--- config.mk ---
export PLATFORM = sky130hd
export DESIGN_NAME = bounding_box_merge_unit_flat
export DESIGN_NICKNAME = d
export VERILOG_FILES = /design/src/hw/rtl/bbm_pkg.sv /design/src/hw/rtl/bbm_if.sv /design/src/hw/rtl/bbm_ram.sv /design/src/hw/rtl/bbm_datapath.sv /design/src/hw/rtl/bbm_controller.sv /design/src/hw/rtl/bounding_box_merge_unit.sv /design/src/flat_wrapper.sv
export SDC_FILE = /design/constraint.sdc
export NUM_CORES = 2
export LEC_CHECK = 0
export BUFFER_PORTS_ARGS = -buffer_cell sky130_fd_sc_hd__buf_2
export CORE_UTILIZATION = 50
export CTS_BUF_LIST = sky130_fd_sc_hd__clkbuf_4
export CTS_CLUSTER_SIZE = 8
export DETAILED_ROUTE_END_ITERATION = 7
export GPL_ROUTABILITY_DRIVEN = 0
export PLACE_DENSITY = 0.69
export REMOVE_ABC_BUFFERS = 1
export SLEW_MARGIN = 20
export SYNTH_ARGS = -nofsm -noshare
export SYNTH_HDL_FRONTEND = slang
export SYNTH_HIERARCHICAL = 1
export SYNTH_SLANG_ARGS = --single-unit
--- constraint.sdc ---
create_clock -name clk -period 6.6 [get_ports clk]
set_input_delay 1.32 -clock clk [delete_from_list [all_inputs] [get_ports clk]]
set_output_delay 1.32 -clock clk [all_outputs]
set_load 0.01 [all_outputs]
--- src/hw/rtl/bbm_pkg.sv ---
package bbm_pkg;

    localparam int COORD_BITS = 12;
    localparam int EDGE_BITS  = COORD_BITS + 1;

    // A stored rectangle keeps its far edges instead of its extent, so the
    // overlap test and the union need only compares.
    typedef struct packed {
        logic [COORD_BITS-1:0] x;
        logic [COORD_BITS-1:0] y;
        logic [EDGE_BITS-1:0]  x1;
        logic [EDGE_BITS-1:0]  y1;
    } box_t;

    typedef enum logic [1:0] {
        WR_INPUT,
        WR_CUR,
        WR_KILL
    } wr_sel_t;

    typedef struct packed {
        logic    rd_en;
        logic    wr_en;
        wr_sel_t wr_sel;
        logic    load_cur;
        logic    fold;
        logic    out_load;
        logic    out_last;
        logic    out_empty;
        logic    out_overflow;
    } dp_cmd_t;

    typedef struct packed {
        logic rd_live;
        logic touch;
        logic out_free;
    } dp_status_t;

    function automatic logic box_live(input box_t b);
        return (b.x1 != {1'b0, b.x}) && (b.y1 != {1'b0, b.y});
    endfunction

    function automatic logic box_touch(input box_t a, input box_t b);
        return ({1'b0, a.y} <= b.y1) && ({1'b0, b.y} <= a.y1) &&
               ({1'b0, a.x} <= b.x1) && ({1'b0, b.x} <= a.x1);
    endfunction

    function automatic box_t box_union(input box_t a, input box_t b);
        box_t r;
        r.x  = (a.x < b.x) ? a.x : b.x;
        r.y  = (a.y < b.y) ? a.y : b.y;
        r.x1 = (a.x1 > b.x1) ? a.x1 : b.x1;
        r.y1 = (a.y1 > b.y1) ? a.y1 : b.y1;
        return r;
    endfunction

endpackage

--- src/hw/rtl/bbm_if.sv ---
interface bbm_rect_if;
    logic        valid;
    logic        ready;
    logic [11:0] rect_x;
    logic [11:0] rect_y;
    logic [11:0] rect_width;
    logic [11:0] rect_height;
    logic        frame_last;

    modport source (
        output valid, rect_x, rect_y, rect_width, rect_height, frame_last,
        input  ready
    );
    modport sink (
        input  valid, rect_x, rect_y, rect_width, rect_height, frame_last,
        output ready
    );
endinterface

interface bbm_result_if;
    logic        valid;
    logic        ready;
    logic [11:0] out_x;
    logic [11:0] out_y;
    logic [12:0] out_width;
    logic [12:0] out_height;
    logic        out_last;
    logic        out_empty;
    logic        out_overflow;

    modport source (
        output valid, out_x, out_y, out_width, out_height, out_last, out_empty,
               out_overflow,
        input  ready
    );
    modport sink (
        input  valid, out_x, out_y, out_width, out_height, out_last, out_empty,
               out_overflow,
        output ready
    );
endinterface

--- src/hw/rtl/bbm_ram.sv ---
module bbm_ram #(
    parameter int WIDTH = 8,
    parameter int DEPTH = 32
) (
    input  logic                     clk,
    input  logic                     wr_en,
    input  logic [$clog2(DEPTH)-1:0] wr_addr,
    input  logic [WIDTH-1:0]         wr_data,
    input  logic                     rd_en,
    input  logic [$clog2(DEPTH)-1:0] rd_addr,
    output logic [WIDTH-1:0]         rd_data
);

    logic [WIDTH-1:0] mem [DEPTH];
    logic [WIDTH-1:0] rd_data_reg;

    always_ff @(posedge clk)
    begin
        if (wr_en)
        begin
            mem[wr_addr] <= wr_data;
        end
        if (rd_en)
        begin
            rd_data_reg <= mem[rd_addr];
        end
    end

    assign rd_data = rd_data_reg;

endmodule

--- src/hw/rtl/bbm_datapath.sv ---
module bbm_datapath
    import bbm_pkg::*;
#(
    parameter int MAX_RECTS = 32
) (
    input  logic                         clk,
    input  logic                         rst_n,
    input  dp_cmd_t                      cmd,
    input  logic [$clog2(MAX_RECTS)-1:0] rd_addr,
    input  logic [$clog2(MAX_RECTS)-1:0] wr_addr,
    output dp_status_t                   status,
    input  logic [COORD_BITS-1:0]        in_x,
    input  logic [COORD_BITS-1:0]        in_y,
    input  logic [COORD_BITS-1:0]        in_width,
    input  logic [COORD_BITS-1:0]        in_height,
    input  logic                         out_ready,
    output logic                         out_valid,
    output logic [COORD_BITS-1:0]        out_x,
    output logic [COORD_BITS-1:0]        out_y,
    output logic [EDGE_BITS-1:0]         out_width,
    output logic [EDGE_BITS-1:0]         out_height,
    output logic                         out_last,
    output logic                         out_empty,
    output logic                         out_overflow
);

    localparam int BOX_BITS = $bits(box_t);

    box_t                  rd_box;
    box_t                  wr_box;
    logic [BOX_BITS-1:0]   rd_word;
    box_t                  cur_reg, cur_next;
    logic                  out_valid_reg, out_valid_next;
    logic [COORD_BITS-1:0] out_x_reg, out_x_next;
    logic [COORD_BITS-1:0] out_y_reg, out_y_next;
    logic [EDGE_BITS-1:0]  out_width_reg, out_width_next;
    logic [EDGE_BITS-1:0]  out_height_reg, out_height_next;
    logic                  out_last_reg, out_last_next;
    logic                  out_empty_reg, out_empty_next;
    logic                  out_overflow_reg, out_overflow_next;

    bbm_ram #(
        .WIDTH (BOX_BITS),
        .DEPTH (MAX_RECTS)
    ) u_store (
        .clk     (clk),
        .wr_en   (cmd.wr_en),
        .wr_addr (wr_addr),
        .wr_data (wr_box),
        .rd_en   (cmd.rd_en),
        .rd_addr (rd_addr),
        .rd_data (rd_word)
    );

    assign rd_box = box_t'(rd_word);

    always_comb
    begin
        unique case (cmd.wr_sel)
            WR_INPUT:
            begin
                wr_box.x  = in_x;
                wr_box.y  = in_y;
                wr_box.x1 = {1'b0, in_x} + {1'b0, in_width};
                wr_box.y1 = {1'b0, in_y} + {1'b0, in_height};
            end
            WR_CUR:  wr_box = cur_reg;
            default: wr_box = '0;
        endcase
    end

    assign status.rd_live  = box_live(rd_box);
    assign status.touch    = box_touch(cur_reg, rd_box);
    assign status.out_free = !out_valid_reg || out_ready;

    always_comb
    begin
        cur_next = cur_reg;
        if (cmd.load_cur)
        begin
            cur_next = rd_box;
        end
        else if (cmd.fold)
        begin
            cur_next = box_union(cur_reg, rd_box);
        end
    end

    always_comb
    begin
        out_valid_next    = out_valid_reg;
        out_x_next        = out_x_reg;
        out_y_next        = out_y_reg;
        out_width_next    = out_width_reg;
        out_height_next   = out_height_reg;
        out_last_next     = out_last_reg;
        out_empty_next    = out_empty_reg;
        out_overflow_next = out_overflow_reg;
        if (cmd.out_load)
        begin
            out_valid_next    = 1'b1;
            out_last_next     = cmd.out_last;
            out_empty_next    = cmd.out_empty;
            out_overflow_next = cmd.out_overflow;
            if (cmd.out_empty)
            begin
                out_x_next      = '0;
                out_y_next      = '0;
                out_width_next  = '0;
                out_height_next = '0;
            end
            else
            begin
                out_x_next      = rd_box.x;
                out_y_next      = rd_box.y;
                out_width_next  = rd_box.x1 - {1'b0, rd_box.x};
                out_height_next = rd_box.y1 - {1'b0, rd_box.y};
            end
        end
        else if (out_ready)
        begin
            out_valid_next = 1'b0;
        end
    end

    always_ff @(posedge clk or negedge rst_n)
    begin
        if (!rst_n)
        begin
            out_valid_reg <= 1'b0;
        end
        else
        begin
            out_valid_reg <= out_valid_next;
        end
    end

    always_ff @(posedge clk)
    begin
        cur_reg          <= cur_next;
        out_x_reg        <= out_x_next;
        out_y_reg        <= out_y_next;
        out_width_reg    <= out_width_next;
        out_height_reg   <= out_height_next;
        out_last_reg     <= out_last_next;
        out_empty_reg    <= out_empty_next;
        out_overflow_reg <= out_overflow_next;
    end

    assign out_valid    = out_valid_reg;
    assign out_x        = out_x_reg;
    assign out_y        = out_y_reg;
    assign out_width    = out_width_reg;
    assign out_height   = out_height_reg;
    assign out_last     = out_last_reg;
    assign out_empty    = out_empty_reg;
    assign out_overflow = out_overflow_reg;

    // A word is only loaded when the output register is free or draining.
    a_load_when_free: assert property (@(posedge clk) disable iff (!rst_n)
        cmd.out_load |-> status.out_free)
        else $error("result loaded over a word that was not taken");

    // Folding only ever grows the rectangle under test.
    a_fold_grows: assert property (@(posedge clk) disable iff (!rst_n)
        cmd.fold && !cmd.load_cur |=> (cur_reg.x <= $past(cur_reg.x)) &&
                                      (cur_reg.x1 >= $past(cur_reg.x1)))
        else $error("union shrank the rectangle");

endmodule

--- src/hw/rtl/bbm_controller.sv ---
module bbm_controller
    import bbm_pkg::*;
#(
    parameter int MAX_RECTS = 32
) (
    input  logic                         clk,
    input  logic                         rst_n,
    input  logic                         in_valid,
    input  logic                         in_last,
    output logic                         in_ready,
    output dp_cmd_t                      cmd,
    output logic [$clog2(MAX_RECTS)-1:0] rd_addr,
    output logic [$clog2(MAX_RECTS)-1:0] wr_addr,
    input  dp_status_t                   status
);

    localparam int AW = $clog2(MAX_RECTS);
    localparam int CW = $clog2(MAX_RECTS + 1);
    localparam logic [CW-1:0] MAX_COUNT = CW'(MAX_RECTS);
    localparam logic [CW-1:0] ONE       = CW'(1);

    typedef enum logic [2:0] {
        S_LOAD,
        S_READ_I,
        S_TAKE_I,
        S_SCAN_J,
        S_WRITE_I,
        S_EMIT_START,
        S_EMIT,
        S_EMPTY
    } state_t;

    state_t        state_reg, state_next;
    logic [CW-1:0] count_reg, count_next;
    logic          overflow_reg, overflow_next;
    logic [CW-1:0] i_reg, i_next;
    logic [CW-1:0] j_reg, j_next;
    logic [AW-1:0] last_reg, last_next;
    logic          any_live_reg, any_live_next;
    logic [CW-1:0] i_inc;
    logic [CW-1:0] j_inc;

    assign i_inc = i_reg + ONE;
    assign j_inc = j_reg + ONE;

    always_comb
    begin
        state_next    = state_reg;
        count_next    = count_reg;
        overflow_next = overflow_reg;
        i_next        = i_reg;
        j_next        = j_reg;
        last_next     = last_reg;
        any_live_next = any_live_reg;
        cmd           = '0;
        cmd.wr_sel    = WR_INPUT;
        cmd.out_overflow = overflow_reg;
        rd_addr       = i_reg[AW-1:0];
        wr_addr       = i_reg[AW-1:0];
        in_ready      = 1'b0;

        unique case (state_reg)
            S_LOAD:
            begin
                in_ready = 1'b1;
                if (in_valid)
                begin
                    if (count_reg < MAX_COUNT)
                    begin
                        cmd.wr_en  = 1'b1;
                        cmd.wr_sel = WR_INPUT;
                        wr_addr    = count_reg[AW-1:0];
                        count_next = count_reg + ONE;
                    end
                    else
                    begin
                        overflow_next = 1'b1;
                    end
                    if (in_last)
                    begin
                        i_next        = '0;
                        any_live_next = 1'b0;
                        state_next    = S_READ_I;
                    end
                end
            end
            S_READ_I:
            begin
                cmd.rd_en  = 1'b1;
                rd_addr    = i_reg[AW-1:0];
                state_next = S_TAKE_I;
            end
            S_TAKE_I:
            begin
                cmd.load_cur = 1'b1;
                if (!status.rd_live || i_inc == count_reg)
                begin
                    // A live entry with nothing after it needs no write-back.
                    if (status.rd_live)
                    begin
                        any_live_next = 1'b1;
                        last_next     = i_reg[AW-1:0];
                    end
                    i_next     = i_inc;
                    state_next = (i_inc == count_reg) ? S_EMIT_START : S_READ_I;
                end
                else
                begin
                    any_live_next = 1'b1;
                    last_next     = i_reg[AW-1:0];
                    cmd.rd_en     = 1'b1;
                    rd_addr       = i_inc[AW-1:0];
                    j_next        = i_inc;
                    state_next    = S_SCAN_J;
                end
            end
            S_SCAN_J:
            begin
                // The read of the next entry overlaps the test of this one.
                if (status.rd_live && status.touch)
                begin
                    cmd.fold   = 1'b1;
                    cmd.wr_en  = 1'b1;
                    cmd.wr_sel = WR_KILL;
                    wr_addr    = j_reg[AW-1:0];
                end
                if (j_inc == count_reg)
                begin
                    state_next = S_WRITE_I;
                end
                else
                begin
                    cmd.rd_en = 1'b1;
                    rd_addr   = j_inc[AW-1:0];
                    j_next    = j_inc;
                end
            end
            S_WRITE_I:
            begin
                cmd.wr_en  = 1'b1;
                cmd.wr_sel = WR_CUR;
                wr_addr    = i_reg[AW-1:0];
                i_next     = i_inc;
                state_next = (i_inc == count_reg) ? S_EMIT_START : S_READ_I;
            end
            S_EMIT_START:
            begin
                if (any_live_reg)
                begin
                    cmd.rd_en  = 1'b1;
                    rd_addr    = '0;
                    j_next     = '0;
                    state_next = S_EMIT;
                end
                else
                begin
                    state_next = S_EMPTY;
                end
            end
            S_EMIT:
            begin
                if (!status.rd_live)
                begin
                    cmd.rd_en = 1'b1;
                    rd_addr   = j_inc[AW-1:0];
                    j_next    = j_inc;
                end
                else if (status.out_free)
                begin
                    cmd.out_load = 1'b1;
                    cmd.out_last = (j_reg[AW-1:0] == last_reg);
                    if (j_reg[AW-1:0] == last_reg)
                    begin
                        count_next    = '0;
                        overflow_next = 1'b0;
                        state_next    = S_LOAD;
                    end
                    else
                    begin
                        cmd.rd_en = 1'b1;
                        rd_addr   = j_inc[AW-1:0];
                        j_next    = j_inc;
                    end
                end
            end
            S_EMPTY:
            begin
                if (status.out_free)
                begin
                    cmd.out_load  = 1'b1;
                    cmd.out_last  = 1'b1;
                    cmd.out_empty = 1'b1;
                    count_next    = '0;
                    overflow_next = 1'b0;
                    state_next    = S_LOAD;
                end
            end
            default:
            begin
                state_next = S_LOAD;
            end
        endcase
    end

    always_ff @(posedge clk or negedge rst_n)
    begin
        if (!rst_n)
        begin
            state_reg    <= S_LOAD;
            count_reg    <= '0;
            overflow_reg <= 1'b0;
            i_reg        <= '0;
            j_reg        <= '0;
            last_reg     <= '0;
            any_live_reg <= 1'b0;
        end
        else
        begin
            state_reg    <= state_next;
            count_reg    <= count_next;
            overflow_reg <= overflow_next;
            i_reg        <= i_next;
            j_reg        <= j_next;
            last_reg     <= last_next;
            any_live_reg <= any_live_next;
        end
    end

    a_count_bound: assert property (@(posedge clk) disable iff (!rst_n)
        count_reg <= MAX_COUNT)
        else $error("rectangle count beyond store depth");

    // The scan writes one entry while it reads the next, never the same one.
    a_no_rw_clash: assert property (@(posedge clk) disable iff (!rst_n)
        cmd.wr_en && cmd.rd_en |-> wr_addr != rd_addr)
        else $error("store read and written at the same entry");

    a_emit_in_range: assert property (@(posedge clk) disable iff (!rst_n)
        state_reg == S_EMIT |-> j_reg[AW-1:0] <= last_reg)
        else $error("emission ran past the last survivor");

    a_frame_cleared: assert property (@(posedge clk) disable iff (!rst_n)
        cmd.out_load && cmd.out_last |=> count_reg == '0 && !overflow_reg)
        else $error("frame state not cleared after the final word");

endmodule

--- src/hw/rtl/bounding_box_merge_unit.sv ---
// Bounding-box merge unit.
// The rect channel carries one region rectangle per word; the word with
// frame_last set closes the frame. Up to MAX_RECTS rectangles are kept in a
// single-port-read store, further ones are dropped and flag overflow.
// While loading, the unit is always ready. After the closing word it stops
// taking words, runs one greedy merge pass and then sends the surviving
// rectangles on the result channel in arrival order, out_last on the final
// one. A frame with no survivor yields one word with out_empty set.
// The pass costs one store read per pair compare. Emission reads each entry
// up to the last survivor in turn, holding while the result is not taken.
// A result word waits in the output register while ready is low and the
// emission holds; the next frame is taken as soon as the final word is in
// that register. Reset empties the frame and drops any pending result.
module bounding_box_merge_unit
    import bbm_pkg::*;
#(
    parameter int MAX_RECTS = 32
) (
    input  logic                clk,
    input  logic                rst_n,
    bbm_rect_if.sink            rect,
    bbm_result_if.source        result
);

    localparam int AW = $clog2(MAX_RECTS);

    dp_cmd_t       cmd;
    dp_status_t    status;
    logic [AW-1:0] rd_addr;
    logic [AW-1:0] wr_addr;

    bbm_controller #(
        .MAX_RECTS (MAX_RECTS)
    ) u_ctrl (
        .clk      (clk),
        .rst_n    (rst_n),
        .in_valid (rect.valid),
        .in_last  (rect.frame_last),
        .in_ready (rect.ready),
        .cmd      (cmd),
        .rd_addr  (rd_addr),
        .wr_addr  (wr_addr),
        .status   (status)
    );

    bbm_datapath #(
        .MAX_RECTS (MAX_RECTS)
    ) u_dp (
        .clk          (clk),
        .rst_n        (rst_n),
        .cmd          (cmd),
        .rd_addr      (rd_addr),
        .wr_addr      (wr_addr),
        .status       (status),
        .in_x         (rect.rect_x),
        .in_y         (rect.rect_y),
        .in_width     (rect.rect_width),
        .in_height    (rect.rect_height),
        .out_ready    (result.ready),
        .out_valid    (result.valid),
        .out_x        (result.out_x),
        .out_y        (result.out_y),
        .out_width    (result.out_width),
        .out_height   (result.out_height),
        .out_last     (result.out_last),
        .out_empty    (result.out_empty),
        .out_overflow (result.out_overflow)
    );

endmodule
--- src/flat_wrapper.sv ---
// flat-port wrapper written by rule: the top's interface ports become plain ports
module bounding_box_merge_unit_flat import bbm_pkg::*;
#(
    parameter int MAX_RECTS = 32
)
  (clk, rst_n, rect_valid, rect_rect_x, rect_rect_y, rect_rect_width, rect_rect_height, rect_frame_last, rect_ready, result_valid, result_out_x, result_out_y, result_out_width, result_out_height, result_out_last, result_out_empty, result_out_overflow, result_ready);
  bbm_rect_if rect_i ();
  bbm_result_if result_i ();
  input  logic clk;
  input  logic rst_n;
  input wire logic [$bits(rect_i.valid)-1:0] rect_valid;
  input wire logic [$bits(rect_i.rect_x)-1:0] rect_rect_x;
  input wire logic [$bits(rect_i.rect_y)-1:0] rect_rect_y;
  input wire logic [$bits(rect_i.rect_width)-1:0] rect_rect_width;
  input wire logic [$bits(rect_i.rect_height)-1:0] rect_rect_height;
  input wire logic [$bits(rect_i.frame_last)-1:0] rect_frame_last;
  output wire logic [$bits(rect_i.ready)-1:0] rect_ready;
  output wire logic [$bits(result_i.valid)-1:0] result_valid;
  output wire logic [$bits(result_i.out_x)-1:0] result_out_x;
  output wire logic [$bits(result_i.out_y)-1:0] result_out_y;
  output wire logic [$bits(result_i.out_width)-1:0] result_out_width;
  output wire logic [$bits(result_i.out_height)-1:0] result_out_height;
  output wire logic [$bits(result_i.out_last)-1:0] result_out_last;
  output wire logic [$bits(result_i.out_empty)-1:0] result_out_empty;
  output wire logic [$bits(result_i.out_overflow)-1:0] result_out_overflow;
  input wire logic [$bits(result_i.ready)-1:0] result_ready;
  assign rect_i.valid = rect_valid;
  assign rect_i.rect_x = rect_rect_x;
  assign rect_i.rect_y = rect_rect_y;
  assign rect_i.rect_width = rect_rect_width;
  assign rect_i.rect_height = rect_rect_height;
  assign rect_i.frame_last = rect_frame_last;
  assign rect_ready = rect_i.ready;
  assign result_valid = result_i.valid;
  assign result_out_x = result_i.out_x;
  assign result_out_y = result_i.out_y;
  assign result_out_width = result_i.out_width;
  assign result_out_height = result_i.out_height;
  assign result_out_last = result_i.out_last;
  assign result_out_empty = result_i.out_empty;
  assign result_out_overflow = result_i.out_overflow;
  assign result_i.ready = result_ready;
  bounding_box_merge_unit #(.MAX_RECTS(MAX_RECTS)) u_core (.clk(clk), .rst_n(rst_n), .rect(rect_i), .result(result_i));
endmodule
* After elaboration in Yosys (flattened, before gate mapping) *
Memories as Yosys holds them, arrays and structs flattened. A register that Yosys moved wholly into a read port is not among the register bits.
Cells that the tools add are included.

word-level totals
  memory bits (writable) = 1600
  memories = 1
  register bits = 132
  output and inout port bits = 55
  input bits = 53
  logic and storage cells = 183

memory list
  name                     words  width  rd ports  clocked after Yosys merged registers in  wr ports  line           RTL
  u_core.u_dp.u_store.mem  32     50     1         1                                        1         bbm_ram.sv:14  logic [WIDTH-1:0] mem [DEPTH];

cells by class
  mux-type cells = 85
  reductions and logical operators = 28
  add/sub/neg operators = 7
  equality and inequality tests = 34
  $lt $le $gt $ge = 9

operators by type and width
  cell                   number
  $mux W50               2
  $pmux W50 S2           1
  $mux W6                15
  $mux W5                11
  $le A12 B13 Y1         4
  $mux W3                13
  $pmux W6 S3            2
  $add A12 B12 Y13       2
  $gt A13 B13 Y1         2
  $mux W1                26
  $mux W13               2
  $ne A13 B12 Y1         2
  $sub A13 B12 Y13       2
  $lt A12 B12 Y1         2
  $mux W12               2
  $ne A2 B2 Y1 const B   12
  $pmux W3 S8            1
  $pmux W6 S4            1
  $reduce_and A7 Y1      3
  $pmux W5 S4            1
  $add A6 B1 Y6 const B  3
  $eq A3 B3 Y1 const B   4
  $eq A6 B6 Y1           2
  $ne A2 B1 Y1 const B   6
  other kinds (25)       42

* Longest topological paths before layout *
  depth in word-level cells = 9
  depth in mapped cells = 21
  mapped depth without buffers = 17

* Cells and area by module *
Netlist, hierarchy kept.

by module, submodules not included
  module          cells each  area an instance (µm²)  times used
  bbm_ram         3504        63748.6                 1
  bbm_datapath    872         8433.1                  1
  bbm_controller  247         2094.5                  1

* Worst setup path before layout *
No wires, ideal clock.

  path type = input port to flip-flop
  start = input rect_rect_x[0]
  end = memory u_core/u_dp/u_store/mem[0][25] (netlist bit), data pin
  arrival time = 5.639 ns
  setup time = 0.755 ns
  setup slack = 0.206 ns
  stages on the path = 9
  data required time = 5.845 ns
  path through = ha_1 inv_1 fa_1 nand2b_1 a21oi_1 o41ai_2 o21ai_1 a2111oi_0 a2111oi_0

RTL lines
  item         line                RTL
  from (decl)  flat_wrapper.sv:12  input wire logic [$bits(rect_i.rect_x)-1:0] rect_rect_x;
  to (decl)    bbm_ram.sv:14

==> metrics.cfg <==
[routing]
drt-initial-drc-count=5377
firstDrtPassIters=6
final_antenna_net_count=0
drt_wl_total_mm=205
wire_per_inst_um=27.7
vias_per_cell=6.02
drc=0
vias=44500

[sta]
tightest_slew_ps=1120
finalHoldViolCount=0
finalCriticalPeriod_ps=6150
fmax_ghz=0.163
clock_skew_ps=166
finalSetupTns_ps=0
setup_viol=0
timing.final.crit_share_pct=93.2
maxSlewHeadroom_pct=25.4
final_max_slew_viol_count=0
rsz0062_at_grt=false

[layout]
stdcell_count=7390
multi_input_area_mm2=0.0196
largest_reg_flops=1600
register_area_mm2=0.0534
area.growth.synth_to_final_pct=12.7
final_nets=5337
final_layout_size_suffix_gt1_share_pct=19.1
fillers=11400

[cts]
cts_sinks=1782
cts_tree=done
clk_latency_ps=1340
path_clk_slew_ps=70
clockBufferDepth=4
cts_buffers=447
htreeDepth=5
cts_root_buffer=clkbuf_4

[power]
p_leak_nw=29.7
power.density_mw_per_mm2=537
peakVddDrop_mv=0.787

[synthesis]
ys.flop_type=edfxtp_1
netlist_instances=4623
yosysWarnings=6
synth-edff-count=1753
synth-seq-cells=1782
async_reset_ff_share_pct=1.63
synthTopCellsByArea=edfxtp_1 (71%), mux2i_1 (11%), ha_1 (2.5%)
synth.distinct_cells=79
syn_area_mm2=0.0743
avgSynthCellArea_um2=16.1
synth_area_leader_cell=edfxtp_1
ys_seq_area_share_pct=71.8
yosys.area.top_type_share_pct=70.9

[critical_path]
cp_max_fo=36
crit_path_end_kind=flip-flop
worst-endpoint-required_ps=7570
worst-setup-path-type=reg2reg
crit_arrival_ps=7120
critPathLaunchType=flip-flop

[floorplan]
boundaryPins=108
fp.dieW_um=387
core_mm2=0.148
die_area_mm2=0.150
die_h_um=387
core.rowCount=141
start_util_pct=50.3

[place]
post-dp-hpwl_mm=118
portBuffers=107
dp_cells=6613

[global_routing]
grtUsageTotal_pct=27.1
grt_pass1_wl_mm=294
grt_max_degree=73
antenna_found_initial=15
grt-ovfl-total=0
first_global_vias=43800

[job]
maxCapViolations=0

[hold_path]
hold_class=in2reg

[status]
run_status=finished clean

## final timing paths
path / from / end / slack, ps / cells after the start
min in group asynchronous: rst_n / u_core/u_ctrl/j_reg[5] / 600 / 2
min reg2reg: u_core/u_dp/u_store/rd_data[28] / u_core/u_dp/cur_reg[28] / 470 / 0
max: u_core/u_dp/u_store/rd_data[39] / u_core/u_dp/u_store/rd_data[12] / 450 / 18
min: rect_frame_last / u_core/u_ctrl/any_live_reg / 350 / 4
max reg2reg: u_core/u_dp/u_store/rd_data[39] / u_core/u_dp/u_store/rd_data[12] / 450 / 18
max in group asynchronous: rst_n / u_core/u_ctrl/last_reg[0] / 5510 / 2
## cell usage after synthesis, drive strengths merged, types with 8 or more instances
cell / count
nor2: 170
xnor2: 36
buf: 122
o21ai: 63
nor2b: 25
a22oi: 151
a211oi: 8
nand2b: 24
nand2: 224
a21oi: 214
ha: 147
mux2i: 832
inv: 87
nor3: 70
dfrtp: 29
a21o: 31
o21bai: 9
a31oi: 61
nand4: 14
clkbuf: 119
o31ai: 9
mux2: 10
a22o: 101
edfxtp: 1753
xor2: 13
nand3: 177
o21a: 16
## where the power goes
part	leakage, nW	switching (mW)	internal [mW]
registers	16.2	0.654	15.2
clock network	3.19	4.35	4.45
logic	10.3	12.8	7.46
## critical path, stage by stage (launching register included)
cell and delay (ps):
edfxtp_1 550, inv_1 150, ha_1 340, nand4_1 180, nor4_2 640, buf_4 260
a41oi_2 130, or2_2 470, o211a_1 210, o2bb2ai_1 140, a221o_1 470, a21o_4 480
buf_12 300, buf_12 280, mux2i_1 230, a22o_1 160, nor3_1 50, a31oi_1 350
nand3_1 300
## cell usage in the layout, fill, tap and decap left out, drive strengths merged, types with 5 or more instances in the layout
cell type  instances
xor2              13
xnor2             36
a22oi            151
mux2              10
mux2i            832
inv               90
a211o              5
ha               147
buf              301
and3               6
or2                6
a21o              31
o21ai             63
nand3            177
nand3b             6
nand2            224
bufinv             5
and2               6
and4               7
o31ai              9
clkbuf           609
dfrtp             29
nor4               7
or3                7
o21a              16
clkinv           155
o22ai              5
nand2b            24
nor2b             25
o21bai             9
a22o             101
a2111oi            7
nor3              70
a211oi             8
nand4             14
a21oi            214
nor2             170
a31oi             61
edfxtp          1753
## repair_timing
item | in CTS | in global routing
resized for setup | 0 | 1
endpoints found under the hold margin | 29 | 0
setup endpoints to repair | 0 | 1
buffers inserted | 0 | 0
hold buffers | 1 | 0
## kinds of logic (layout without fill, tap and decap cells)
| logic type | count (synthesis) | after routing | share of synthesized area [%] |
|---|---|---|---|
| fa+ha+maj | 151 | 151 | 2.58 |
| buf+inv | 329 | 1162 | 2.44 |
| flops | 1782 | 1782 | 71.8 |
| mux | 842 | 842 | 11.4 |
| compound gates | 711 | 711 | 6.41 |
| other cells | 0 | 4 | 0 |
| xor+xnor | 50 | 50 | 0.618 |
| simple gates | 758 | 758 | 4.73 |
## layer usage
metal / track usage, % / share of wire [%] / vias up
met5: 0 / 0.019 / -
met1: 36.3 / 39 / 22100
met3: 7.59 / 11 / 448
met4: 10.9 / 3.7 / 6
li1: - / - / 19400
met2: 41.9 / 46 / 2583
## stage by stage
step | hold WS, ps | power (mW) | utilization, % | setup slack [ps] | area (µm²)
after floorplan | 426 | 24.3 | - | -20790 | 72800
after global placement | 454 | 35.8 | 53.0 | 150 | 78300
after detailed placement | 473 | 36.0 | 53.0 | 176 | 78300
after CTS | 189 | 44.8 | 56.7 | 36.1 | 83700
after global routing | 275 | 46.9 | 56.7 | 214 | 83700
final | 347 | 44.9 | 56.7 | 448 | 83700
## layout make-up
type / instances / area share, %
clock inverters: 163 / 0.934
multi-input cells: 2512 / 23.4
diodes: 4 / 0.0120
flip-flops and latches: 1782 / 63.7
clock buffers: 609 / 5.46
repair buffers: 302 / 3.23
inverters: 88 / 0.394
well taps: 1930 / 2.88
No activity file was read; power rests on OpenSTA's default activity.
